$ cat config.mk
export PLATFORM = sky130hd
export DESIGN_NAME = radix_string_to_integer
export DESIGN_NICKNAME = d
export VERILOG_FILES = /design/src/rtl/core/rs2i_pkg.sv /design/src/rtl/core/rs2i_front.sv /design/src/rtl/core/rs2i_queue.sv /design/src/rtl/core/rs2i_back.sv /design/src/rtl/core/radix_string_to_integer.sv
export SDC_FILE = /design/constraint.sdc
export NUM_CORES = 1
export LEC_CHECK = 0
export ABC_CLOCK_PERIOD_IN_PS = 11500
export CORE_MARGIN = 3
export CORE_UTILIZATION = 55
export DETAILED_ROUTE_END_ITERATION = 10
export DONT_BUFFER_PORTS = 1
export GPL_TIMING_DRIVEN = 0
export HOLD_SLACK_MARGIN = 0.08
export PLACE_DENSITY = 0.79
export RECOVER_POWER = 25
export SKIP_CTS_REPAIR_TIMING = 1
export SLEW_MARGIN = 20
export SYNTH_ARGS = -nofsm -noshare
export SYNTH_HDL_FRONTEND = slang
export SYNTH_SLANG_ARGS = --single-unit
$ cat constraint.sdc
create_clock -name clk -period 11.5 [get_ports clk]
set_input_delay 1.15 -clock clk [delete_from_list [all_inputs] [get_ports clk]]
set_output_delay 1.15 -clock clk [all_outputs]
set_load 0.01 [all_outputs]
$ cat src/rtl/core/rs2i_pkg.sv
// ----------------------------------------------------------------------------
// rs2i_pkg
// shared types and constants of the radix string to integer converter
// ----------------------------------------------------------------------------
`default_nettype none

package rs2i_pkg;

	// character codes that bound the digit ranges
	localparam logic [7:0] CHAR_0     = 8'h30;
	localparam logic [7:0] CHAR_9     = 8'h39;
	localparam logic [7:0] CHAR_UP_A  = 8'h41;
	localparam logic [7:0] CHAR_UP_Z  = 8'h5A;
	localparam logic [7:0] CHAR_LO_A  = 8'h61;
	localparam logic [7:0] CHAR_LO_Z  = 8'h7A;

	// digit values of letters start here; largest legal base
	localparam logic [5:0] LETTER_BASE = 6'd10;
	localparam logic [5:0] MAX_BASE    = 6'd36;

	// radix after reset and register address
	localparam logic [5:0] RADIX_RESET = 6'd10;
	localparam logic [1:0] ADDR_RADIX  = 2'd0;

	// status codes of a result
	typedef enum logic [1:0] {
		ST_OK        = 2'd0,
		ST_BAD_DIGIT = 2'd1,
		ST_BAD_BASE  = 2'd2,
		ST_OVERFLOW  = 2'd3
	} status_t;

	// input request
	typedef struct packed {
		logic [7:0] char_code;
		logic       last_char;
	} in_req_t;

	// result
	typedef struct packed {
		logic [30:0] value;
		logic [1:0]  status;
	} out_res_t;

	// classified character held in the queue
	typedef struct packed {
		logic [5:0] digit;
		status_t    status;
		logic       last;
	} entry_t;

endpackage

`default_nettype wire

$ cat src/rtl/core/rs2i_front.sv
// ----------------------------------------------------------------------------
// rs2i_front
// classifies one character into a digit and a preliminary status
// ----------------------------------------------------------------------------
`default_nettype none

module rs2i_front (
	input  var rs2i_pkg::in_req_t in_req,
	input  wire logic [5:0]       radix,
	output rs2i_pkg::entry_t      entry
);

	logic [7:0] code;
	logic       is_num;
	logic       is_upper;
	logic       is_lower;
	logic [5:0] digit;

	assign code = in_req.char_code;

	// range checks
	assign is_num   = (code >= rs2i_pkg::CHAR_0)    && (code <= rs2i_pkg::CHAR_9);
	assign is_upper = (code >= rs2i_pkg::CHAR_UP_A) && (code <= rs2i_pkg::CHAR_UP_Z);
	assign is_lower = (code >= rs2i_pkg::CHAR_LO_A) && (code <= rs2i_pkg::CHAR_LO_Z);

	// digit value, max base when not alphanumeric
	always_comb begin
		logic [7:0] diff;
		diff = 8'd0;
		if (is_num) begin
			diff = code - rs2i_pkg::CHAR_0;
		end else if (is_upper) begin
			diff = code - rs2i_pkg::CHAR_UP_A + {2'b00, rs2i_pkg::LETTER_BASE};
		end else if (is_lower) begin
			diff = code - rs2i_pkg::CHAR_LO_A + {2'b00, rs2i_pkg::LETTER_BASE};
		end else begin
			diff = {2'b00, rs2i_pkg::MAX_BASE};
		end
		digit = diff[5:0];
	end

	// base is checked before the digit
	always_comb begin
		entry.digit = digit;
		entry.last  = in_req.last_char;
		if (radix > rs2i_pkg::MAX_BASE) begin
			entry.status = rs2i_pkg::ST_BAD_BASE;
		end else if ((digit >= rs2i_pkg::MAX_BASE) || (digit >= radix)) begin
			entry.status = rs2i_pkg::ST_BAD_DIGIT;
		end else begin
			entry.status = rs2i_pkg::ST_OK;
		end
	end

endmodule

`default_nettype wire

$ cat src/rtl/core/rs2i_queue.sv
// ----------------------------------------------------------------------------
// rs2i_queue
// short first-in first-out queue between classifier and accumulator
// ----------------------------------------------------------------------------
`default_nettype none

module rs2i_queue #(
	parameter int DEPTH = 4
) (
	input  wire logic             clk,
	input  wire logic             arst_n,
	input  wire logic             push,
	input  var rs2i_pkg::entry_t  push_entry,
	output logic                  not_full,
	input  wire logic             pop,
	output rs2i_pkg::entry_t      pop_entry,
	output logic                  not_empty
);

	localparam int PTR_W = (DEPTH > 1) ? $clog2(DEPTH) : 1;
	localparam int CNT_W = $clog2(DEPTH + 1);
	localparam logic [PTR_W-1:0] LAST_PTR = PTR_W'(DEPTH - 1);
	localparam logic [CNT_W-1:0] FULL_CNT = CNT_W'(DEPTH);

	rs2i_pkg::entry_t slots_q [DEPTH];
	logic [PTR_W-1:0] wr_ptr_q;
	logic [PTR_W-1:0] rd_ptr_q;
	logic [CNT_W-1:0] count_q;

	assign not_full  = (count_q != FULL_CNT);
	assign not_empty = (count_q != '0);
	assign pop_entry = slots_q[rd_ptr_q];

	// storage
	always_ff @(posedge clk) begin
		if (push) begin
			slots_q[wr_ptr_q] <= push_entry;
		end
	end

	// pointers and fill count
	always_ff @(posedge clk or negedge arst_n) begin
		if (!arst_n) begin
			wr_ptr_q <= '0;
			rd_ptr_q <= '0;
			count_q  <= '0;
		end else begin
			if (push) begin
				wr_ptr_q <= (wr_ptr_q == LAST_PTR) ? '0 : wr_ptr_q + 1'b1;
			end
			if (pop) begin
				rd_ptr_q <= (rd_ptr_q == LAST_PTR) ? '0 : rd_ptr_q + 1'b1;
			end
			if (push && !pop) begin
				count_q <= count_q + 1'b1;
			end else if (pop && !push) begin
				count_q <= count_q - 1'b1;
			end
		end
	end

	// sanity of the fill level
	a_no_overfill: assert property (@(posedge clk) disable iff (!arst_n)
		!(push && !not_full)) else $error("queue pushed while full");
	a_no_underrun: assert property (@(posedge clk) disable iff (!arst_n)
		!(pop && !not_empty)) else $error("queue popped while empty");
	a_count_range: assert property (@(posedge clk) disable iff (!arst_n)
		count_q <= FULL_CNT) else $error("queue count out of range");

endmodule

`default_nettype wire

$ cat src/rtl/core/rs2i_back.sv
// ----------------------------------------------------------------------------
// rs2i_back
// multiply-add accumulator, error latch and result register
// ----------------------------------------------------------------------------
`default_nettype none

module rs2i_back (
	input  wire logic             clk,
	input  wire logic             arst_n,
	input  wire logic [5:0]       radix,
	input  wire logic             q_valid,
	input  var rs2i_pkg::entry_t  q_entry,
	output logic                  pop,
	output logic                  out_valid,
	input  wire logic             out_ready,
	output rs2i_pkg::out_res_t    out_res
);

	logic [30:0]          acc_q;
	rs2i_pkg::status_t    err_q;
	logic                 out_valid_q;
	rs2i_pkg::out_res_t   out_res_q;

	logic [37:0]          next_acc;
	logic                 ovf;
	rs2i_pkg::status_t    new_err;
	logic                 slot_free;

	// a result slot is free when empty or being taken
	assign slot_free = !out_valid_q || out_ready;
	assign pop       = q_valid && (!q_entry.last || slot_free);

	// multiply-add at full width and overflow check
	assign next_acc = ({7'd0, acc_q} * {32'd0, radix}) + {32'd0, q_entry.digit};
	assign ovf      = (next_acc[37:31] != '0);

	// first error of the string wins
	always_comb begin
		if (err_q != rs2i_pkg::ST_OK) begin
			new_err = err_q;
		end else if (q_entry.status != rs2i_pkg::ST_OK) begin
			new_err = q_entry.status;
		end else if (ovf) begin
			new_err = rs2i_pkg::ST_OVERFLOW;
		end else begin
			new_err = rs2i_pkg::ST_OK;
		end
	end

	// accumulator and error state
	always_ff @(posedge clk or negedge arst_n) begin
		if (!arst_n) begin
			acc_q <= '0;
			err_q <= rs2i_pkg::ST_OK;
		end else if (pop) begin
			if (q_entry.last) begin
				acc_q <= '0;
				err_q <= rs2i_pkg::ST_OK;
			end else begin
				err_q <= new_err;
				if (new_err == rs2i_pkg::ST_OK) begin
					acc_q <= next_acc[30:0];
				end
			end
		end
	end

	// result valid
	always_ff @(posedge clk or negedge arst_n) begin
		if (!arst_n) begin
			out_valid_q <= 1'b0;
		end else if (pop && q_entry.last) begin
			out_valid_q <= 1'b1;
		end else if (out_ready) begin
			out_valid_q <= 1'b0;
		end
	end

	// result payload
	always_ff @(posedge clk) begin
		if (pop && q_entry.last) begin
			out_res_q.status <= new_err;
			out_res_q.value  <= (new_err == rs2i_pkg::ST_OK) ? next_acc[30:0] : '0;
		end
	end

	assign out_valid = out_valid_q;
	assign out_res   = out_res_q;

	// checks
	a_value_zero_on_err: assert property (@(posedge clk) disable iff (!arst_n)
		(out_valid_q && (out_res_q.status != rs2i_pkg::ST_OK)) |-> (out_res_q.value == '0))
		else $error("non-zero value with error status");
	a_err_freezes_acc: assert property (@(posedge clk) disable iff (!arst_n)
		((err_q != rs2i_pkg::ST_OK) && !(pop && q_entry.last)) |=> $stable(acc_q))
		else $error("accumulator moved after an error");
	a_clear_after_last: assert property (@(posedge clk) disable iff (!arst_n)
		(pop && q_entry.last) |=> ((acc_q == '0) && (err_q == rs2i_pkg::ST_OK)))
		else $error("state not cleared after last character");

endmodule

`default_nettype wire

$ cat src/rtl/core/radix_string_to_integer.sv
// ----------------------------------------------------------------------------
// radix_string_to_integer
// converts a stream of ASCII digits in base 2 to 36 into a 31-bit integer
// ----------------------------------------------------------------------------
// usage:
//   in_valid/in_ready carry one character per request, last_char marks the
//   end of a number string. out_valid/out_ready carry one result (value and
//   status) per string, given on its last character.
//   the radix register sits at address 0 of the apb port; write it only
//   while no string is in flight. reset value is 10.
// throughput and datapath:
//   one character a cycle sustained while results are taken. a character is
//   classified on entry and written to a short queue; the accumulator takes
//   one queue entry a cycle, save a last character stalled by an occupied
//   result register, with a single 31x6 multiply-add. the result is registered.
// stalls and reset:
//   when out_ready is low the finished result waits in the output register;
//   the accumulator keeps taking characters until a further last character
//   finds the register occupied, then the queue fills and in_ready drops.
//   reset clears the accumulator, the error latch and the queue, and sets
//   the radix back to 10.
// ----------------------------------------------------------------------------
`default_nettype none

module radix_string_to_integer #(
	parameter int QUEUE_DEPTH = 4
) (
	input  wire logic                clk,
	input  wire logic                arst_n,
	input  wire logic                in_valid,
	output logic                     in_ready,
	input  var rs2i_pkg::in_req_t    in_req,
	output logic                     out_valid,
	input  wire logic                out_ready,
	output rs2i_pkg::out_res_t       out_res,
	input  wire logic                psel,
	input  wire logic                penable,
	input  wire logic                pwrite,
	input  wire logic [1:0]          paddr,
	input  wire logic [31:0]         pwdata,
	output logic [31:0]              prdata,
	output logic                     pready
);

	logic [5:0]        radix_q;
	rs2i_pkg::entry_t  front_entry;
	rs2i_pkg::entry_t  q_entry;
	logic              q_not_full;
	logic              q_not_empty;
	logic              q_pop;
	logic              push;

	// configuration register
	assign pready = 1'b1;
	assign prdata = (paddr == rs2i_pkg::ADDR_RADIX) ? {26'd0, radix_q} : 32'd0;

	always_ff @(posedge clk or negedge arst_n) begin
		if (!arst_n) begin
			radix_q <= rs2i_pkg::RADIX_RESET;
		end else if (psel && penable && pwrite && (paddr == rs2i_pkg::ADDR_RADIX)) begin
			radix_q <= pwdata[5:0];
		end
	end

	// front: classify and queue
	assign in_ready = q_not_full;
	assign push     = in_valid && q_not_full;

	rs2i_front u_front (
		.in_req (in_req),
		.radix  (radix_q),
		.entry  (front_entry)
	);

	rs2i_queue #(
		.DEPTH (QUEUE_DEPTH)
	) u_queue (
		.clk        (clk),
		.arst_n     (arst_n),
		.push       (push),
		.push_entry (front_entry),
		.not_full   (q_not_full),
		.pop        (q_pop),
		.pop_entry  (q_entry),
		.not_empty  (q_not_empty)
	);

	// back: accumulate and deliver
	rs2i_back u_back (
		.clk       (clk),
		.arst_n    (arst_n),
		.radix     (radix_q),
		.q_valid   (q_not_empty),
		.q_entry   (q_entry),
		.pop       (q_pop),
		.out_valid (out_valid),
		.out_ready (out_ready),
		.out_res   (out_res)
	);

endmodule

`default_nettype wire
==> results of run 1 <==
## state kept, by name, summed over array words and instances (netlist names)
name              flops
u_queue.wr_ptr_q      2
u_back.out_valid      1
u_back.err_q          2
u_queue.count_q       3
u_back.acc_q         31
radix_q               6
u_queue.rd_ptr_q      2
u_back.out_res       33
u_queue.slots_q      36
## worst register-to-register path: stages (launching register included)
cell and delay, ns:
dfrtp_1 0.49, clkbuf_1 0.69, nand2_1 0.18, fa_1 0.56, fa_1 0.55, inv_1 0.05, fa_1 0.54, inv_1 0.06
fa_1 0.54, inv_1 0.04, ha_1 0.34, o211ai_1 0.10, a21oi_1 0.30, o21ai_0 0.29, a211oi_1 0.61, nor2_1 0.20
o21ai_0 0.23, xor2_1 0.13, or4_4 0.62, nor3_1 0.55, clkbuf_1 0.39, and2_1 0.20
## cell type report
class	count	share of cell area (%)
inverter	62	1.76
multi-input combinational	962	63.3
sequential	116	24.6
buffer	84	3.54
clock inverter	14	0.900
clock buffer	18	3.25
tap	275	2.61
## where the power goes
| part | internal (uW) | total, uW | switching [uW] |
|---|---|---|---|
| Clock | 281 | 503 | 222 |
| Combinational | 363 | 1010 | 643 |
| Sequential | 608 | 735 | 126 |
## layer usage
metal	routed length, um	track usage (%)	vias up
met1	12400	34.8	4620
met2	15100	43.2	406
met3	2360	6.01	72
li1	-	-	4178
met4	1110	10.9	0
met5	0	0	-
## cell families (layout without fill, tap and decap cells)
family                     count (synthesis)  count (layout)  share of synthesized area [%]
muxes                                     17              17                           2.39
other                                      2              27                         0.0615
buffers and inverters                    146             178                           5.73
DFF                                      116             116                           26.6
AOI/OAI and AO/OA                        216             216                           11.6
adders and majority gates                224             224                           30.4
and+or+nand+nor                          439             439                           20.4
xor gates and xnor gates                  39              39                           2.80
## stage by stage
step,std cells,hold WS (ns),cell area [um^2],utilization [%],worst slack (ns)
final,1531,0.408,13200,61.6,3.70
after global routing,1531,0.396,13200,61.6,3.43
after CTS,1531,0.398,13200,61.6,3.89
after detailed placement,1499,0.512,12700,59.1,3.94
after global placement,1499,0.487,12600,59.0,3.73
after floorplan,1224,0.465,12300,-,5.53
## cell usage in the layout, fill, tap and decap left out, types with 11 or more instances in the layout
cell type	count
nor3_1	43
a22oi_1	22
and2_1	174
a21o_1	12
a21oi_1	49
nor2_1	50
ha_1	103
xor2_1	25
nand4_1	11
clkbuf_1	44
o21ai_0	61
conb_1	27
clkbuf_16	17
edfxtp_1	69
nand2_1	63
xnor2_1	14
fa_1	121
buf_4	28
dfrtp_1	45
nand2b_1	36
inv_1	61
## worst min path at each step
stage	start	to	slack [ns]	depth (start not counted)
2_1_floorplan	u_queue.count_q[2]	u_queue.count_q[2]	0.46	1
3_3_place_gp	u_queue.count_q[2]	u_queue.count_q[2]	0.49	1
3_5_place_dp	u_queue.count_q[2]	u_queue.count_q[2]	0.51	1
4_1_cts	arst_n	radix_q[0]	0.40	0
5_1_grt	arst_n	radix_q[2]	0.40	0
6_report	arst_n	radix_q[0]	0.41	0
==> out/qor.yml, run 1 <==
power:
  p_per_area_nw_per_um2: 170
  peakVddDrop_uv: 136
  p_leak_uw: 0.00609
  finalPower_uw: 2240
layout:
  multi_input_area_um2: 8360
  seq_area_um2: 3250
  diodes: 0
  syn2layout_area_growth_pct: 8.13
  layout.nets: 1517
  fillers: 1743
  drive_above_1_share_pct: 9.32
yosys:
  yosysUniqueCellTypes: 73
  netlist_instances: 1199
  yosys-top-cells-area: "fa_1 (20%), edfxtp_1 (17%), ha_1 (11%)"
  syn_area_per_cell_um2: 10.2
  ys_ff_latch: 116
  synth_top_area_share_pct: 19.8
  ys_warn_count: 0
  synth_commonest_cells: "and2_1 (174), fa_1 (121), ha_1 (103), edfxtp_1 (69), nand2_1 (63)"
  yosys.area.top_type: "fa_1"
  synth_most_common_cell: "and2_1"
  synth_edf_count: 69
  async_flop_share_pct: 40.5
  ys.flop_type: "edfxtp_1"
  netlist_area_um2: 12200
  seq_area_frac_synth_pct: 26.6
setup_path:
  r2r-end: "u_back.out_res[3]"
  crit_start: "radix_q[5]"
  crit_end: "u_back.out_res[3]"
  cp_common_cell: "fa_1"
  start_kind: "flip-flop"
  worstSetupEndpointType: "flip-flop"
  slowest_stage: "clkbuf_1"
  crit_type: "reg2reg"
  cp.arrival_ns: 8.09
  reg2reg_from: "radix_q[5]"
  crit_path_cell_trace: "clkbuf_1 > nand2_1 > fa_1 > fa_1 > inv_1 > fa_1 > inv_1 > fa_1 > inv_1 > ha_1 > o211ai_1 > a21oi_1 > o21ai_0 > a211oi_1 > nor2_1 > o21ai_0 > xor2_1 > or4_4 > nor3_1 > clkbuf_1 > and2_1"
  crit_family: "adder cells"
  critical_path_buf_inv_count: 5
  path_max_fanout: 10
  cp.required_ns: 11.79
  r2r_cells: 21
  cp_num_cells: 21
  crit_path_max_incr_delay_ns: 0.69
  r2r_slack_ns: 3.70
clocking:
  clock_sinks: 116
  htreeDepth: 4
  clk_pin_slew_ns: 0.06
  cts_made_buffers: 17
  cts_max_path_buffers: 2
  clk_latency_ns: 0.43
  cts_tree: "yes"
  cts_root_buf: "clkbuf_16"
timing:
  tightest_slew_ns: 0.974
  drv_slew: 0
  finalSetupTns_ns: 0
  hold_viol: 0
  finalCriticalPeriod_ns: 7.80
  maxSlewHeadroom_pct: 34.6
  fmaxAchievable_ghz: 0.128
  rsz0062_at_grt: "false"
  fin_crit_sh_pct: 67.8
  final-setup-viol-count: 0
  skew_ns: 0.00711
floorplan:
  io_pins: 118
  die_w_um: 155
  initial_utilization_pct: 57.0
  core_um2: 21400
  die_area_um2: 24000
  row_count: 53
  die_height_um: 155
routing:
  vias: 9276
  route.detailed.drc: 0
  ant_nets: 0
  routed_wl_um: 31000
  viasPerCell: 6.06
  wire_per_inst_um: 20.3
  firstDrtPassIters: 6
  first_iter_violations: 854
place:
  port_buffers: 0
  dp_hpwl_um: 24100
  gp_congestion: 0.917
global_routing:
  grt_pass1_wl_um: 50300
  antenna_found_initial: 0
  grt_max_degree: 48
  grt.total_usage_pct: 26.6
  grt_pass1_vias: 9509
  gr-total-overflow: 0
flow_run:
  maxCapViolCount: 0
run_status:
  status: "complete, no violations"
worst_hold_path:
  hp-class: "in2async"
(Power assumes the default switching activity.)
==> inputs of run 2 (changes only) <==
--- a/config.mk
+++ b/config.mk
@@ -5,7 +5,7 @@
 export SDC_FILE = /design/constraint.sdc
 export NUM_CORES = 1
 export LEC_CHECK = 0
-export ABC_CLOCK_PERIOD_IN_PS = 11500
+export ABC_CLOCK_PERIOD_IN_PS = 7200
 export CORE_MARGIN = 3
 export CORE_UTILIZATION = 55
 export DETAILED_ROUTE_END_ITERATION = 10
==> constraint.sdc (replaced) <==
create_clock -name clk -period 7.2 [get_ports clk]
set_input_delay 0.72 -clock clk [delete_from_list [all_inputs] [get_ports clk]]
set_output_delay 0.72 -clock clk [all_outputs]
set_load 0.01 [all_outputs]
==> run 2 against run 1 <==
  * Critical endpoint is now u_back.out_res[0]
  * Combinational power rose by 60%
  * Largest cell class unchanged
  * Clock power rose by 59%
  * Setup slack got worse by 3.5 ns
  * Clock-buffer cell count did not move
  * The run now ends with max-capacitance violations, max-slew violations left
  * Sequential cell count did not move
  * Global-route usage did not move
  * Sequential share of layout area fell by 0.10 points
  * Sequential power rose by 59%
  * Clock skew rose by 0.00053 ns
  * Highest routed layer unchanged
==> out/qor.yml, run 2 (synthesis gave the netlist of run 1 again) <==
setup_path:
  crit_path_max_incr_delay_ns: 0.69
  crit_path_cell_trace: "clkbuf_2 > and2_1 > fa_1 > inv_1 > fa_1 > inv_1 > fa_1 > inv_1 > fa_1 > inv_1 > ha_1 > a21oi_1 > o21ai_1 > a22oi_1 > a211oi_2 > nor3_2 > xnor2_1 > a211o_1 > nor4_2 > clkbuf_1 > a21oi_1"
  path_max_fanout: 10
  r2r-end: "u_back.out_res[0]"
  cp.arrival_ns: 7.13
  reg2reg_from: "radix_q[0]"
  crit_family: "adder cells"
  worstSetupEndpointType: "flip-flop"
  cp.required_ns: 7.33
  start_kind: "flip-flop"
  cp_num_cells: 21
  r2r_slack_ns: 0.20
  crit_type: "reg2reg"
  slowest_stage: "nor4_2"
  r2r_cells: 21
  critical_path_buf_inv_count: 6
layout:
  layout.nets: 1519
  drive_above_1_share_pct: 10.5
  final_util_pct: 61.9
  mostFrequentLayoutCells: "and2_1 (174), fa_1 (121), ha_1 (103)"
  diodes: 0
  largest_reg_flops: 36
  syn2layout_area_growth_pct: 8.57
  fin_cells: 1533
  layout_commonest_cell: "and2_1"
  top_register: "u_queue.slots_q"
  fin_area_um2: 13300
  fillers: 1739
power:
  p_comb_share_pct: 45.1
  p_per_area_nw_per_um2: 271
  peakVddDrop_uv: 221
  p_int_uw: 2010
  p_sw_share_pct: 44.2
  p_leak_uw: 0.00614
  clkPwrFrac_pct: 22.3
  p_switching_uw: 1590
  pwr-share-seq_pct: 32.6
place:
  port_buffers: 0
  post_dp_cell_area_um2: 12700
  dpl.cell_count: 1499
  dp_hpwl_um: 24100
  gp_congestion: 0.917
routing:
  vias: 9292
  ant_nets: 0
  routed_wl_um: 31000
  firstDrtPassIters: 6
  viasPerCell: 6.06
  wire_per_inst_um: 20.2
  first_iter_violations: 907
  route.detailed.drc: 0
clocking:
  htreeDepth: 4
  clk_latency_ns: 0.43
  cts_made_buffers: 17
  cts_max_path_buffers: 2
  clock_sinks: 116
  cts_tree: "yes"
  clk_pin_slew_ns: 0.06
  cts_root_buf: "clkbuf_16"
floorplan:
  core_um2: 21400
  die_height_um: 155
  row_count: 53
  die_area_um2: 24000
  io_pins: 118
  die_w_um: 155
  initial_utilization_pct: 57.0
timing:
  fin_crit_sh_pct: 97.2
  rsz0062_at_grt: "false"
  maxSlewHeadroom_pct: -72.7
  skew_ns: 0.00764
  final-setup-viol-count: 0
  fmaxAchievable_ghz: 0.143
  drv_slew: 46
  finalCriticalPeriod_ns: 7.00
  hold_viol: 0
  tightest_slew_ns: 2.59
worst_hold_path:
  hp-class: "in2async"
global_routing:
  grt.total_usage_pct: 26.6
  grt_pass1_vias: 9509
  gr-total-overflow: 0
  grt_max_degree: 48
  antenna_found_initial: 0
  grt_pass1_wl_um: 50300
flow_run:
  maxCapViolCount: 1
run_status:
  status: "finished, violations left"
  violations: "max-capacitance violations, max-slew violations"
## run 2: cell types whose count changed in the layout (fill, tap and decap cells not counted), sizes merged
cell	before	now
buf	41	42
clkbuf	61	62
## run 2: worst max path at each step
stage / startpoint / end / slack (ns)
floorplan: radix_q[3] / u_back.out_res[22] / 1.23
global placement: radix_q[5] / u_back.out_res[0] / -0.57
detailed placement: radix_q[5] / u_back.out_res[3] / -0.36
CTS: radix_q[5] / u_back.out_res[3] / -0.41
global route: radix_q[0] / u_back.err_q[0] / 0.03
finish: radix_q[0] / u_back.out_res[0] / 0.20
## run 2: metal layers
metal	vias up	routed length, um	track usage (%)
li1	4187	-	-
met2	427	15100	43.2
met4	0	1160	10.9
met5	-	0	0
met3	70	2320	6.01
met1	4608	12400	34.8
## run 2: area by class of cell
cell class / count / area [um^2] / share of cell area [%]
plain buffers: 84 / 487 / 3.67
clock buffers: 18 / 429 / 3.24
clock inverters: 14 / 119 / 0.897
inverters: 62 / 233 / 1.76
multi-input cells: 962 / 8380 / 63.2
flip-flops and latches: 116 / 3250 / 24.5
well taps: 275 / 344 / 2.60
repair buffers: 2 / 11.3 / 0.0850
## run 2: metrics by stage
step           worst slack, ns  TNS, ns  hold WS [ns]  total power (uW)
6_report                 0.203        0         0.128              3600
5_1_grt                 0.0287        0         0.113              3820
4_1_cts                 -0.406   -16.09       -0.0321              3590
3_5_place_dp            -0.358   -13.65         0.426              2770
3_3_place_gp            -0.565   -15.79         0.426              2710
2_1_floorplan             1.23        0         0.424              2280
## run 2: power groups by stage
stage	clock network, uW	registers [uW]	logic (uW)
after floorplan	0	1120	1160
after global placement	0	1180	1530
after detailed placement	0	1190	1590
after CTS	807	1170	1610
after global routing	837	1200	1790
final	801	1170	1620
## run 2: worst register-to-register path: cells and delay by family, from the launching register on
family          cells  cell delay, ns
compound gates      6            1.68
buf+inv             6            0.94
flops               1            0.53
xor+xnor            1            0.09
simple gates        3            1.10
fa+ha+maj           5            2.37
==> inputs of run 3 (changes only) <==
--- a/config.mk
+++ b/config.mk
@@ -14,6 +14,7 @@
 export HOLD_SLACK_MARGIN = 0.08
 export PLACE_DENSITY = 0.79
 export RECOVER_POWER = 25
+export REMOVE_ABC_BUFFERS = 1
 export SKIP_CTS_REPAIR_TIMING = 1
 export SLEW_MARGIN = 20
 export SYNTH_ARGS = -nofsm -noshare
==> run 3 against run 2 <==
  * The flow still finishes with violations (max-capacitance violations, max-slew violations)
  * Wire length down 5.6%
  * Cell count down 4.8%
  * Sequential cell count unchanged
  * Core utilization down 1.5 points
  * First-iteration DRC count down 26%
  * Register-to-register slack better by 0.21 ns
  * Clock power up 9.9%
  * Critical endpoint is now u_back.acc_q[19]
==> out/qor.yml, run 3 (synthesis gave the netlist of run 1 again) <==
setup_path:
  path_max_fanout: 34
  cp.required_ns: 7.51
  r2r_cells: 20
  start_kind: "flip-flop"
  cp.arrival_ns: 7.10
  worstSetupEndpointType: "flip-flop"
  crit_type: "reg2reg"
power:
  p_sw_share_pct: 43.8
  pwr-share-seq_pct: 35.1
  p_switching_uw: 1600
  p_per_area_nw_per_um2: 282
  p_int_uw: 2050
  clkPwrFrac_pct: 24.1
  p_leak_uw: 0.00591
  p_comb_share_pct: 40.8
  peakVddDrop_uv: 272
layout:
  fin_cells: 1460
  layout_commonest_cell: "and2_1"
  largest_reg_flops: 36
  drive_above_1_share_pct: 8.35
  layout.nets: 1446
  top_register: "u_queue.slots_q"
  fin_area_um2: 12900
  syn2layout_area_growth_pct: 6.00
  mostFrequentLayoutCells: "and2_1 (174), fa_1 (121), ha_1 (103)"
  diodes: 0
timing:
  drv_slew: 46
  tightest_slew_ns: 2.91
  rsz0062_at_grt: "false"
  hold_viol: 0
  finalCriticalPeriod_ns: 6.79
  fin_crit_sh_pct: 94.3
  skew_ns: 0.0113
  fmaxAchievable_ghz: 0.147
  final-setup-viol-count: 0
  maxSlewHeadroom_pct: -94.1
floorplan:
  die_area_um2: 24000
  row_count: 53
  io_pins: 118
  core_um2: 21400
  die_height_um: 155
  initial_utilization_pct: 57.0
  die_w_um: 155
place:
  port_buffers: 0
  dpl.cell_count: 1425
  post_dp_cell_area_um2: 12300
  gp_congestion: 0.915
  dp_hpwl_um: 21100
global_routing:
  use_met1_pct: 34.2
  top_usage_layer: "met2"
  grt_use_met2_pct: 41.4
  grt_max_degree: 48
  grt.total_usage_pct: 25.4
  antenna_found_initial: 0
  gr-total-overflow: 0
  met3_usage_pct: 4.70
  grt_pass1_wl_um: 48800
  grt_pass1_vias: 9481
run_status:
  status: "finished, violations left"
  violations: "max-capacitance violations, max-slew violations"
routing:
  firstDrtPassIters: 5
  ant_nets: 0
  wire_per_inst_um: 20.1
  vias: 8964
  route.detailed.drc: 0
  viasPerCell: 6.14
  routed_wl_um: 29300
  first_iter_violations: 675
clocking:
  clk_pin_slew_ns: 0.07
  cts_max_path_buffers: 2
  htreeDepth: 4
  cts_root_buf: "clkbuf_16"
  clock_sinks: 116
  clk_latency_ns: 0.43
  cts_made_buffers: 17
  cts_tree: "yes"
flow_run:
  maxCapViolCount: 1
worst_hold_path:
  hp-class: "in2async"
-- run 3: worst paths after layout --
check | start | to | slack (ns)
worst max-delay path | radix_q[2] | u_back.acc_q[19] | 0.41
worst min-delay path | arst_n | radix_q[1] | 0.13
worst max register to register | radix_q[2] | u_back.acc_q[19] | 0.41
worst min register to register | u_queue.count_q[2] | u_queue.count_q[2] | 0.55
max in group asynchronous | arst_n | radix_q[4] | 3.94
min in group clk | in_req[0] | u_queue.slots_q[3][0] | 0.39
-- run 3: layer usage --
layer / wire length [um] / up-vias
met5: 0 / -
met4: 813 / 0
met3: 2120 / 64
met2: 14100 / 420
met1: 12300 / 4433
li1: - / 4047
-- run 3: layout make-up --
class	instances	area, um^2
Inverter	62	233
Multi-Input combinational cell	962	8400
Clock buffer	18	429
Fill cell	1741	8480
Clock inverter	14	166
Sequential cell	116	3260
Tap cell	275	344
Timing Repair Buffer	13	108
-- run 3: stage by stage --
| stage | setup TNS (ns) | hold slack [ns] | util [%] | setup WS (ns) | total power (uW) |
|---|---|---|---|---|---|
| 2_1_floorplan | -0.876 | 0.424 | - | -0.246 | 2200 |
| 3_3_place_gp | -141.73 | 0.426 | 56.9 | -3.75 | 2620 |
| 3_5_place_dp | -5.68 | 0.426 | 57.4 | -0.391 | 2730 |
| 4_1_cts | -7.07 | -0.0281 | 60.2 | -0.428 | 3620 |
| 5_1_grt | 0 | 0.116 | 60.4 | 0.0732 | 3860 |
| 6_report | 0 | 0.131 | 60.4 | 0.413 | 3650 |
-- run 3: critical path, stage by stage (launching register included) --
cell and delay (ns):
dfrtp_2 0.66, and2_1 0.28, fa_1 0.54, inv_1 0.05
fa_1 0.49, inv_1 0.06, fa_1 0.53, inv_1 0.06
fa_1 0.53, inv_1 0.04, ha_1 0.34, o211ai_1 0.12
o21ai_0 0.39, a22oi_1 0.21, a211oi_1 0.34, nor3_2 0.07
xnor2_1 0.13, a211o_1 0.30, or4_4 0.48, or3_4 0.66
a221o_1 0.37
-- run 3: power by group through the flow --
stage	sequential (uW)	combinational, uW	clock, uW
global route	1310	1640	917
CTS	1280	1460	886
floorplan	1160	1040	0
global placement	1270	1350	0
finish	1280	1490	880
detailed placement	1290	1440	0
